===== src/rtl/tcw_pkg.sv =====
package tcw_pkg;

   localparam int COLUMNS    = 80;
   localparam int ROWS       = 25;
   localparam int CELLS      = COLUMNS * ROWS;
   localparam int COPY_CELLS = COLUMNS * (ROWS - 1);

   localparam int ADDR_W    = $clog2(CELLS);
   localparam int CUR_COL_W = $clog2(COLUMNS);
   localparam int CUR_ROW_W = $clog2(ROWS);

   localparam int OP_W     = 2;
   localparam int CHAR_W   = 8;
   localparam int COL_IN_W = 7;
   localparam int ROW_IN_W = 5;
   localparam int LOC_W    = 11;
   localparam int CELL_W   = 16;
   localparam int COLOUR_W = 8;

   localparam logic [OP_W-1:0] OP_PUT   = 2'd0;
   localparam logic [OP_W-1:0] OP_MOVE  = 2'd1;
   localparam logic [OP_W-1:0] OP_CLEAR = 2'd2;
   localparam logic [OP_W-1:0] OP_READ  = 2'd3;

   localparam logic [CHAR_W-1:0]   NEWLINE_BYTE = 8'd10;
   localparam logic [COLOUR_W-1:0] COLOUR_RESET = 8'd15;

   typedef enum logic [4:0] {
      ST_IDLE   = 5'b00001,
      ST_INIT   = 5'b00010,
      ST_FILL   = 5'b00100,
      ST_SCROLL = 5'b01000,
      ST_RESP   = 5'b10000
   } state_type;

   typedef struct packed {
      logic              load;
      logic [LOC_W-1:0]  cursor_location;
      logic [CELL_W-1:0] cell_word;
   } result_type;

endpackage


===== src/rtl/tcw_ctrl.sv =====
module tcw_ctrl
   import tcw_pkg::*;
(
   input  logic                clock,
   input  logic                reset,
   input  logic                req_valid,
   output logic                req_stall,
   input  logic [OP_W-1:0]     req_op,
   input  logic [CHAR_W-1:0]   req_character,
   input  logic [COL_IN_W-1:0] req_column,
   input  logic [ROW_IN_W-1:0] req_row,
   input  logic [COLOUR_W-1:0] text_colour,
   input  logic                out_free,
   output result_type          result,
   output logic                ram_we,
   output logic [ADDR_W-1:0]   ram_waddr,
   output logic [CELL_W-1:0]   ram_wdata,
   output logic                ram_re,
   output logic [ADDR_W-1:0]   ram_raddr,
   input  logic [CELL_W-1:0]   ram_rdata
);

   state_type              state_ff, state_in;
   logic [ADDR_W-1:0]      ctr_ff, ctr_in;
   logic [CELL_W-1:0]      fill_data_ff, fill_data_in;
   logic [CUR_COL_W-1:0]   cur_col_ff, cur_col_in;
   logic [CUR_ROW_W-1:0]   cur_row_ff, cur_row_in;
   logic                   cp_vld_ff, cp_vld_in;
   logic [ADDR_W-1:0]      cp_addr_ff, cp_addr_in;
   logic                   rd_sel_ff, rd_sel_in;

   logic                   accept;
   logic                   col_ok, row_ok;
   logic [ADDR_W-1:0]      cur_addr;
   logic [ADDR_W-1:0]      req_addr;
   logic                   at_bottom;

   assign req_stall = (state_ff != ST_IDLE);
   assign accept    = req_valid && (state_ff == ST_IDLE);

   assign col_ok = ({1'b0, req_column} < (COL_IN_W + 1)'(COLUMNS));
   assign row_ok = ({1'b0, req_row} < (ROW_IN_W + 1)'(ROWS));

   assign cur_addr  = ADDR_W'(cur_row_ff) * ADDR_W'(COLUMNS) + ADDR_W'(cur_col_ff);
   assign req_addr  = ADDR_W'(req_row) * ADDR_W'(COLUMNS) + ADDR_W'(req_column);
   assign at_bottom = (cur_row_ff == CUR_ROW_W'(ROWS - 1));

   always_comb begin
      state_in     = state_ff;
      ctr_in       = ctr_ff;
      fill_data_in = fill_data_ff;
      cur_col_in   = cur_col_ff;
      cur_row_in   = cur_row_ff;
      cp_vld_in    = 1'b0;
      cp_addr_in   = cp_addr_ff;
      rd_sel_in    = rd_sel_ff;
      ram_we       = 1'b0;
      ram_waddr    = cur_addr;
      ram_wdata    = {text_colour, req_character};
      ram_re       = 1'b0;
      ram_raddr    = req_addr;
      result.load            = 1'b0;
      result.cursor_location = LOC_W'(cur_addr);
      result.cell_word       = rd_sel_ff ? ram_rdata : '0;

      case (state_ff)
         ST_IDLE: begin
            if (accept) begin
               rd_sel_in = 1'b0;
               state_in  = ST_RESP;
               case (req_op)
                  OP_PUT: begin
                     if (req_character != NEWLINE_BYTE) begin
                        ram_we = 1'b1;
                     end
                     if ((req_character == NEWLINE_BYTE) ||
                         (cur_col_ff == CUR_COL_W'(COLUMNS - 1))) begin
                        cur_col_in = '0;
                        if (at_bottom) begin
                           state_in = ST_SCROLL;
                           ctr_in   = '0;
                        end else begin
                           cur_row_in = cur_row_ff + 1'b1;
                        end
                     end else begin
                        cur_col_in = cur_col_ff + 1'b1;
                     end
                  end
                  OP_MOVE: begin
                     cur_col_in = col_ok ? CUR_COL_W'(req_column) : CUR_COL_W'(COLUMNS - 1);
                     cur_row_in = row_ok ? CUR_ROW_W'(req_row) : CUR_ROW_W'(ROWS - 1);
                  end
                  OP_CLEAR: begin
                     cur_col_in   = '0;
                     cur_row_in   = '0;
                     ctr_in       = '0;
                     fill_data_in = {text_colour, {CHAR_W{1'b0}}};
                     state_in     = ST_FILL;
                  end
                  OP_READ: begin
                     ram_re    = col_ok && row_ok;
                     rd_sel_in = col_ok && row_ok;
                  end
                  default: begin
                     state_in = ST_RESP;
                  end
               endcase
            end
         end
         ST_SCROLL: begin
            ram_re     = 1'b1;
            ram_raddr  = ctr_ff + ADDR_W'(COLUMNS);
            ram_we     = cp_vld_ff;
            ram_waddr  = cp_addr_ff;
            ram_wdata  = ram_rdata;
            cp_vld_in  = 1'b1;
            cp_addr_in = ctr_ff;
            ctr_in     = ctr_ff + 1'b1;
            if (ctr_ff == ADDR_W'(COPY_CELLS - 1)) begin
               state_in     = ST_FILL;
               fill_data_in = '0;
            end
         end
         ST_INIT, ST_FILL: begin
            ram_we = 1'b1;
            if (cp_vld_ff) begin
               ram_waddr = cp_addr_ff;
               ram_wdata = ram_rdata;
            end else begin
               ram_waddr = ctr_ff;
               ram_wdata = fill_data_ff;
               ctr_in    = ctr_ff + 1'b1;
               if (ctr_ff == ADDR_W'(CELLS - 1)) begin
                  state_in = (state_ff == ST_INIT) ? ST_IDLE : ST_RESP;
               end
            end
         end
         ST_RESP: begin
            result.load = out_free;
            if (out_free) begin
               state_in = ST_IDLE;
            end
         end
         default: begin
            state_in = ST_IDLE;
         end
      endcase
   end

   always_ff @(posedge clock) begin
      if (reset) begin
         state_ff     <= ST_INIT;
         ctr_ff       <= '0;
         fill_data_ff <= '0;
         cur_col_ff   <= '0;
         cur_row_ff   <= '0;
         cp_vld_ff    <= 1'b0;
         rd_sel_ff    <= 1'b0;
      end else begin
         state_ff     <= state_in;
         ctr_ff       <= ctr_in;
         fill_data_ff <= fill_data_in;
         cur_col_ff   <= cur_col_in;
         cur_row_ff   <= cur_row_in;
         cp_vld_ff    <= cp_vld_in;
         rd_sel_ff    <= rd_sel_in;
      end
   end

   always_ff @(posedge clock) begin
      cp_addr_ff <= cp_addr_in;
   end

endmodule


===== config.mk =====
export PLATFORM = sky130hd
export DESIGN_NAME = tcw_ctrl
export DESIGN_NICKNAME = d
export VERILOG_FILES = /design/src/rtl/tcw_pkg.sv /design/src/rtl/tcw_ctrl.sv
export SDC_FILE = /design/constraint.sdc
export NUM_CORES = 1
export LEC_CHECK = 0
export BUFFER_PORTS_ARGS = -buffer_cell sky130_fd_sc_hd__clkbuf_2
export CORE_ASPECT_RATIO = 1.25
export CORE_UTILIZATION = 52
export DETAILED_ROUTE_END_ITERATION = 7
export PLACE_DENSITY = 0.91
export RECOVER_POWER = 50
export SLEW_MARGIN = 20
export SYNTH_ARGS = -nofsm -noshare
export SYNTH_HDL_FRONTEND = slang
export SYNTH_SLANG_ARGS = --single-unit

===== constraint.sdc =====
create_clock -name clock -period 2.65 [get_ports clock]
set_input_delay 0.3975 -clock clock [delete_from_list [all_inputs] [get_ports clock]]
set_output_delay 0.3975 -clock clock [all_outputs]
set_load 0.005 [all_outputs]

==> results of run 1 <==
[final cells by class]
class                      count  area share (%)
tap                           90            2.28
sequential                    49            22.3
inverter                      32            2.43
clock buffer                   5            1.39
multi-input combinational    347            53.6
timing repair buffer         156            17.6
clock inverter                 3           0.506
[metrics by stage]
step	setup slack, ns	hold WS (ns)
3_5_place_dp	-0.141	0.484
6_report	-0.219	0.316
3_3_place_gp	-0.0548	0.476
2_1_floorplan	0.147	0.403
5_1_grt	-0.318	0.302
4_1_cts	-0.233	0.309
[cells in the final DEF (no fill, tap or decap), types with 12 or more instances in the layout]
master    Yosys  layout
buf_4         9      26
inv_1        31      31
a222oi_1     16      16
nand2_1      50      49
nor3_1       15      14
clkbuf_1     10      17
nor2_1       23      22
and2_0        1      12
a21oi_1      31      28
o21ai_0      17      17
ha_1         28      22
clkbuf_2      0     105
dfxtp_1      38      31
[per-layer routing]
layer / vias up / global-route usage, % / share of wire (%)
li1: 1971 / - / -
met1: 2034 / 41.0 / 38
met4: 0 / 13.3 / 2.8
met2: 287 / 58.2 / 49
met5: - / 0 / 0
met3: 28 / 4.11 / 10
[what timing repair did]
item                       4_1_cts  5_1_grt
pin swaps                       22       19
resized for setup               29       24
buffers inserted                 4        1
setup endpoints to repair       25       31
cloned                           0        1
[cell families after synthesis]
logic type,after synthesis,share of synthesized area [%]
simple gates,151,20.7
xor+xnor,20,4.55
compound gates,141,27.1
flops,49,28.3
buf+inv,64,7.57
fa+ha+maj,32,11.2
mux,2,0.552
[worst paths after layout]
path	slack, ns	cells after the start	end	from
setup / recovery	-0.22	9	ram_waddr[10]	cur_row_ff[3]
hold / removal	0.32	2	fill_data_ff[8]	text_colour[0]
setup reg to reg	0	6	cur_row_ff[1]	cur_col_ff[0]
hold reg to reg	0.51	1	fill_data_ff[14]	fill_data_ff[14]
[worst max-delay path, stage by stage (launching register included)]
cell and delay [ns]:
dfxtp_2 0.35, ha_4 0.24, ha_4 0.16, fa_2 0.54, nand4b_1 0.13, xnor2_1 0.23, xnor2_1 0.09, buf_4 0.14
a21o_1 0.18, clkbuf_2 0.11
[sequential cells by signal (all words and copies together) (netlist names)]
register,count
rd_sel_ff,1
cp_addr_ff,11
state_ff,5
ctr_ff,11
fill_data_ff,8
cur_row_ff,5
cur_col_ff,7
cp_vld_ff,1
[report_power, final]
group | internal [mW] | switching (mW) | leakage, nW
sequential | 0.779 | 0.0276 | 0.412
combinational | 0.282 | 0.398 | 1.83
clock | 0.193 | 0.277 | 0.0452
total | 1.25 | 0.702 | 2.28
==> flow_metrics.py, run 1 <==
metrics = {
    "routing": {
        "wl_per_cell_um": 18.9,
        "dr_total_vias": 4320,
        "drtIter0Drc": 363,
        "route.detailed.drc": 0,
        "postRouteAntennaNets": 0,
        "drtPass1Iterations": 8,
        "via_per_inst": 6.33,
        "wl_um": 12900,
    },
    "setup_path": {
        "cp_max_fo": 2,
        "cp_data_arrival_time_ns": 2.47,
        "path_class": "reg -> out",
        "worstSetupStartpointType": "register",
        "endpoint_kind": "output pin",
        "worstPathRequired_ns": 2.25,
    },
    "grt": {
        "grt_max_degree": 30,
        "grt_pass1_vias": 4224,
        "grt_overflow": 0,
        "antenna_found_initial": 0,
        "grt_pass1_wl_um": 20400,
        "grt_usage_pct": 33.3,
    },
    "yosys": {
        "synth_largest_area_cell": "dfxtp_1",
        "synthArstFlopShare_pct": 0,
        "yosysMostFrequentCell": "nand2_1",
        "synth_area_um2": 3850,
        "yosys-top-cells-count": "nand2_1 (50), dfxtp_1 (38), a21oi_1 (31), inv_1 (31), ha_1 (28)",
        "seq_area_frac_synth_pct": 28.3,
        "yosysTopAreaCellShare_pct": 19.8,
        "postSynthCellCount": 459,
        "synth-main-ff-cell": "dfxtp_1",
        "yosysWarnings": 0,
        "syn_nets": 541,
        "synthTopCellsByArea": "dfxtp_1 (20%), ha_1 (9.1%), edfxtp_1 (8.6%)",
        "synth_seq_cells": 49,
        "synth_edf_count": 11,
        "yosysUniqueCellTypes": 64,
        "syn_area_per_cell_um2": 8.39,
    },
    "finish": {
        "multi_input_area_um2": 2650,
        "utilization_pct": 70.0,
        "nets": 673,
        "fillCellCount": 587,
        "fin_area_um2": 4940,
        "drive_gt1_share_pct": 31.6,
        "seqCellArea_um2": 1100,
        "syn_to_final_growth_pct": 28.3,
        "antenna_cells": 0,
        "final_cells": 682,
    },
    "floorplanning": {
        "dieArea_um2": 7750,
        "dieHeight_um": 98.2,
        "row_count": 34,
        "io_pins": 119,
        "core_region_area_um2": 7060,
        "dieWidth_um": 79.0,
        "initial_core_util_pct": 54.5,
    },
    "clock_network": {
        "cts_buffers": 5,
        "root_buffer": "clkbuf_8",
        "cts.sinks": 49,
        "htree_num_levels": 2,
        "clock_latency_ns": 0.32,
        "cts_tree": "done",
        "clockBufferDepth": 2,
        "clk_pin_slew_worst_paths_ns": 0.10,
        "hold_buffers": 0,
    },
    "outcome": {
        "status": "complete, but fails checks",
        "violations": "setup timing",
    },
    "timing": {
        "setup-violations-final": 12,
        "maxClockFrequency_mhz": 349,
        "rsz0062_at_grt": "true",
        "drv_slew": 0,
        "setup_slack_ns": -0.219,
        "finalHoldViolCount": 0,
        "finalCritPeriodShare_pct": 108,
        "slew_headroom_pct": 50.9,
        "clock_skew_ns": 0.0197,
        "worst_pin_slew_ns": 0.727,
        "finalSetupTns_ns": -0.715,
        "finalCriticalPeriod_ns": 2.87,
    },
    "placement": {
        "port-buffer-count": 118,
        "post_dp_cell_area_um2": 4630,
        "globalplace.congestion": 0.973,
        "dp_hpwl_um": 9550,
        "dp_cells": 668,
    },
    "power": {
        "power_leakage_nw": 2.28,
        "ir_worst_vdd_v": 0.000299,
        "total_power_mw": 1.96,
        "power_density_nw_per_um2": 396,
    },
    "job": {
        "cap_violations": 0,
    },
    "min_path": {
        "hp-class": "in -> reg",
    },
}
(Power assumes the default switching activity.)
==> run 2, diff against run 1 <==
BUFFER_PORTS_ARGS = -buffer_cell sky130_fd_sc_hd__buf_2   (was -buffer_cell sky130_fd_sc_hd__clkbuf_2)
==> run 2 against run 1 <==
  * The run still ends with setup timing left
  * Register-to-register slack got worse by 0.07 ns
  * Clock-buffer cell count unchanged
  * Design area decreased by 1.9%
  * Largest cell class unchanged
  * Highest routed layer unchanged
  * Sequential share of layout area increased by 0.43 points
  * Global-route usage decreased by 1.8 points
  * Clock power increased by 0.9%
  * Via count about the same
  * Critical path depth decreased by 1
  * Sequential power about the same
  * Cell count decreased by 0.73%
==> flow_metrics.py, run 2 (synthesized netlist as in run 1, its figures left out) <==
metrics = {
    "setup_path": {
        "cp_max_fo": 3,
        "worstPathRequired_ns": 2.25,
        "cp_data_arrival_time_ns": 2.40,
        "worstSetupStartpointType": "register",
        "cp_top_family": "adder cells",
        "endpoint_kind": "output pin",
        "crit_buf_inv": 1,
        "max_stage_delay_ns": 0.56,
        "slowest_stage": "fa_2",
        "path_class": "reg -> out",
        "cp_cell_sequence": "ha_4 > ha_4 > fa_2 > nand4b_1 > xnor2_1 > xnor2_1 > a21o_1 > buf_2",
    },
    "outcome": {
        "violations": "setup timing",
        "status": "complete, but fails checks",
    },
    "timing": {
        "finalHoldViolCount": 0,
        "finalCritPeriodShare_pct": 105,
        "maxClockFrequency_mhz": 358,
        "hold_ws_ns": 0.313,
        "rsz0062_at_grt": "true",
        "setup-violations-final": 6,
        "finalCriticalPeriod_ns": 2.79,
        "worst_pin_slew_ns": 0.653,
        "setup_slack_ns": -0.143,
        "clock_skew_ns": 0.0156,
        "drv_slew": 0,
        "slew_headroom_pct": 55.9,
    },
    "floorplanning": {
        "initial_core_util_pct": 54.5,
        "core_region_area_um2": 7060,
        "dieHeight_um": 98.2,
        "io_pins": 119,
        "dieWidth_um": 79.0,
        "dieArea_um2": 7750,
        "row_count": 34,
    },
    "grt": {
        "antenna_found_initial": 0,
        "grt_max_degree": 31,
        "grt_pass1_wl_um": 19100,
        "grt_usage_pct": 31.5,
        "grt_pass1_vias": 3940,
        "grt_overflow": 0,
    },
    "finish": {
        "antenna_cells": 0,
        "seqCellArea_um2": 1100,
        "final_cell_mix": "buf_2 (106), nand2_1 (50), inv_1 (31), dfxtp_1 (31), a21oi_1 (29)",
        "multi_input_area_um2": 2600,
        "nets": 668,
        "utilization_pct": 68.7,
        "syn_to_final_growth_pct": 25.9,
        "fillCellCount": 589,
        "top_regs": "cp_addr_ff (11), ctr_ff (11), fill_data_ff (8)",
        "drive_gt1_share_pct": 30.3,
        "final_common_cell": "buf_2",
    },
    "clock_network": {
        "hold_buffers": 0,
        "cts.sinks": 49,
        "clock_latency_ns": 0.31,
        "cts_buffers": 5,
        "clk_pin_slew_worst_paths_ns": 0.10,
        "clockBufferDepth": 2,
        "cts_tree": "done",
        "root_buffer": "clkbuf_8",
        "htree_num_levels": 2,
    },
    "placement": {
        "dp_hpwl_um": 9380,
        "port-buffer-count": 118,
        "globalplace.congestion": 0.958,
        "pre_cts_ws_ns": -0.110,
    },
    "job": {
        "cap_violations": 0,
    },
    "routing": {
        "wl_um": 12600,
        "drtIter0Drc": 583,
        "via_per_inst": 6.38,
        "route.detailed.drc": 0,
        "dr_total_vias": 4322,
        "drtPass1Iterations": 6,
        "wl_per_cell_um": 18.6,
        "postRouteAntennaNets": 0,
    },
    "power": {
        "power_leakage_nw": 2.24,
        "power_density_nw_per_um2": 403,
        "ir_worst_vdd_v": 0.000299,
    },
    "min_path": {
        "hp-class": "in -> reg",
    },
}
-- run 2: area by class of cell --
cell class | instances | area share, %
multi-input cells | 347 | 53.7
clock buffers | 5 | 1.42
repair buffers | 151 | 16.9
clock inverters | 3 | 0.542
inverters | 32 | 2.48
well taps | 90 | 2.32
flip-flops and latches | 49 | 22.7
-- run 2: timing repair --
action / CTS / global route
gates resized for setup: 19 / 18
gates cloned: 0 / 1
buffers inserted: 3 / 0
pin swaps: 17 / 9
endpoints found under the setup margin: 18 / 29
endpoints found under the hold margin: 0 / 0
-- run 2: metrics by stage --
| step | TNS (ns) | instance area [µm²] | total power [mW] | std cells |
|---|---|---|---|---|
| final | -0.330 | 4850 | 1.95 | 677 |
| after global routing | -3.35 | 4850 | 2.04 | 677 |
| after CTS | -0.183 | 4830 | 1.91 | 676 |
| after detailed placement | -0.110 | 4620 | 1.44 | 666 |
| after global placement | -0.0498 | 4620 | 1.42 | 666 |
| after floorplan | 0 | 3850 | 1.17 | 459 |
-- run 2: path summary, 6_finish.rpt --
path | from | cells past startpoint | slack [ns] | end
worst max-delay path | cur_row_ff[1] | 8 | -0.14 | ram_waddr[10]
worst min-delay path | text_colour[0] | 2 | 0.31 | fill_data_ff[8]
worst max register to register | cur_col_ff[1] | 6 | -0.07 | cur_row_ff[1]
worst min register to register | fill_data_ff[14] | 1 | 0.51 | fill_data_ff[14]
-- run 2: routing by layer --
layer	part of all wire [%]	vias up	global-route usage, %
li1	-	1968	-
met1	39	2018	39.5
met5	0	-	0
met2	48	301	55.0
met3	10	35	4.21
met4	2.5	0	10.2
-- run 2: power by group --
group | leakage [nW] | switching, mW | internal, mW
Combinational | 1.79 | 0.395 | 0.277
Sequential | 0.412 | 0.0266 | 0.779
Clock | 0.0423 | 0.281 | 0.192
Total | 2.24 | 0.704 | 1.25
==> run 3, diff against run 2 <==
SKIP_LAST_GASP = 1   (was default)
==> run 3 against run 2 <==
  * The run still ends with setup timing left
  * Cell count unchanged
  * Worst setup slack got worse by 0.0065 ns
  * First-iteration DRC count increased by 0.69%
  * Core utilization about the same
  * Die area unchanged
  * Via count unchanged
  * Design area about the same
  * Sequential cell count unchanged
  * Critical path type unchanged
==> flow_metrics.py, run 3 (synthesized netlist as in run 1, its figures left out) <==
metrics = {
    "finish": {
        "multi_input_area_um2": 2600,
        "final_cell_mix": "buf_2 (108), nand2_1 (50), dfxtp_1 (32)",
        "final_common_cell": "buf_2",
        "nets": 668,
        "fillCellCount": 592,
        "seqCellArea_um2": 1100,
        "drive_gt1_share_pct": 30.2,
        "top_regs": "cp_addr_ff (11), ctr_ff (11), fill_data_ff (8)",
        "antenna_cells": 0,
        "syn_to_final_growth_pct": 25.9,
    },
    "power": {
        "ir_worst_vdd_v": 0.000298,
        "power_density_nw_per_um2": 404,
        "power_frac_seq_pct": 41.2,
        "pwr-share-comb_pct": 34.3,
        "power.switching_mw": 0.707,
        "power_leakage_nw": 2.24,
        "p_sw_share_pct": 36.1,
        "internal-power_mw": 1.25,
        "pwr-share-clk_pct": 24.5,
        "total_power_mw": 1.96,
    },
    "floorplanning": {
        "row_count": 34,
        "dieWidth_um": 79.0,
        "core_region_area_um2": 7060,
        "dieHeight_um": 98.2,
        "io_pins": 119,
        "dieArea_um2": 7750,
        "initial_core_util_pct": 54.5,
    },
    "grt": {
        "grt_pass1_vias": 3940,
        "antenna_found_initial": 0,
        "grt_overflow": 0,
        "grt_max_degree": 31,
        "grt_usage_pct": 31.5,
        "grt_pass1_wl_um": 19100,
    },
    "routing": {
        "drtPass1Iterations": 7,
        "wl_um": 12600,
        "via_per_inst": 6.38,
        "route.detailed.drc": 0,
        "drtIter0Drc": 587,
        "wl_per_cell_um": 18.6,
        "dr_total_vias": 4322,
        "postRouteAntennaNets": 0,
    },
    "clock_network": {
        "htree_num_levels": 2,
        "clk_pin_slew_worst_paths_ns": 0.10,
        "cts_tree": "done",
        "cts_buffers": 5,
        "root_buffer": "clkbuf_8",
        "clockBufferDepth": 2,
        "clock_latency_ns": 0.32,
        "cts.sinks": 49,
    },
    "timing": {
        "finalCritPeriodShare_pct": 106,
        "maxClockFrequency_mhz": 357,
        "clock_skew_ns": 0.0155,
        "setup-violations-final": 6,
        "setup_slack_ns": -0.150,
        "worst_pin_slew_ns": 0.650,
        "finalSetupTns_ns": -0.214,
        "finalHoldViolCount": 0,
        "slew_headroom_pct": 56.0,
        "rsz0062_at_grt": "true",
        "finalCriticalPeriod_ns": 2.80,
        "drv_slew": 0,
    },
    "outcome": {
        "violations": "setup timing",
        "status": "complete, but fails checks",
    },
    "setup_path": {
        "cp_data_arrival_time_ns": 2.40,
        "worstSetupStartpointType": "register",
        "reg2reg_slack_ns": -0.01,
        "rr_endpoint": "cur_row_ff[1]",
        "r2r-start": "cur_col_ff[0]",
        "path_class": "reg -> out",
        "cp_max_fo": 3,
        "worstPathRequired_ns": 2.25,
        "reg2reg_depth": 6,
        "endpoint_kind": "output pin",
    },
    "min_path": {
        "hold_path_end": "fill_data_ff[8]",
        "holdPathStages": 2,
        "hp-class": "in -> reg",
        "min_from": "text_colour[0]",
    },
    "placement": {
        "port-buffer-count": 118,
        "dp_hpwl_um": 9380,
        "globalplace.congestion": 0.958,
    },
    "job": {
        "cap_violations": 0,
    },
}
-- run 3: cell type report --
class | instances | area share [%]
Clock buffer | 5 | 1.42
Clock inverter | 3 | 0.542
Inverter | 32 | 2.48
Multi-Input combinational cell | 347 | 53.7
Sequential cell | 49 | 22.7
Tap cell | 90 | 2.32
Timing Repair Buffer | 151 | 16.9
-- run 3: worst max path at each step --
stage	from	to	slack [ns]
finish	cur_row_ff[1]	ram_waddr[10]	-0.15
CTS	cur_row_ff[1]	ram_waddr[10]	-0.13
detailed placement	req_row[1]	ram_raddr[10]	-0.11
global placement	req_row[1]	ram_raddr[10]	-0.05
floorplan	cur_row_ff[1]	ram_waddr[10]	0.15
global route	cur_row_ff[1]	ram_waddr[10]	-0.22
-- run 3: stage by stage --
step | hold slack [ns] | cell area, µm² | std cells | setup slack, ns | util [%]
2_1_floorplan | 0.403 | 3850 | 459 | 0.147 | -
3_3_place_gp | 0.477 | 4620 | 666 | -0.0498 | 65.4
3_5_place_dp | 0.485 | 4620 | 666 | -0.110 | 65.4
4_1_cts | 0.311 | 4830 | 676 | -0.126 | 68.4
5_1_grt | 0.316 | 4850 | 677 | -0.216 | 68.6
6_report | 0.307 | 4850 | 677 | -0.150 | 68.6
-- run 3: power groups by stage --
stage,Sequential [mW],Combinational (mW),Clock (mW)
3_3_place_gp,0.815,0.607,0
5_1_grt,0.809,0.729,0.506
4_1_cts,0.800,0.639,0.475
3_5_place_dp,0.817,0.622,0
2_1_floorplan,0.814,0.351,0
6_report,0.806,0.672,0.479
-- run 3: critical path, cell delays in order (launching register included) --
cell and delay (ns):
dfxtp_2 0.35, ha_4 0.24, ha_4 0.16, fa_2 0.56
nand4b_1 0.12, xnor2_1 0.16, xnor2_1 0.22, a21o_1 0.17
buf_2 0.12
-- run 3: per-layer routing --
layer  track usage, %  wire length, µm  vias up  part of all wire [%]
met3             4.21             1390       34                    11
met5                0                0        -                     0
met4             10.2              314        0                   2.5
met2             55.0             6090      303                    48
li1                 -                -     1967                     -
met1             39.5             4810     2018                    38
-- run 3: what timing repair did --
action | CTS | global route
hold buffers | 0 | 0
setup endpoints to repair | 18 | 29
cloned | 0 | 1
gates resized for setup | 19 | 16
setup buffers | 3 | 0
pin swaps | 17 | 9
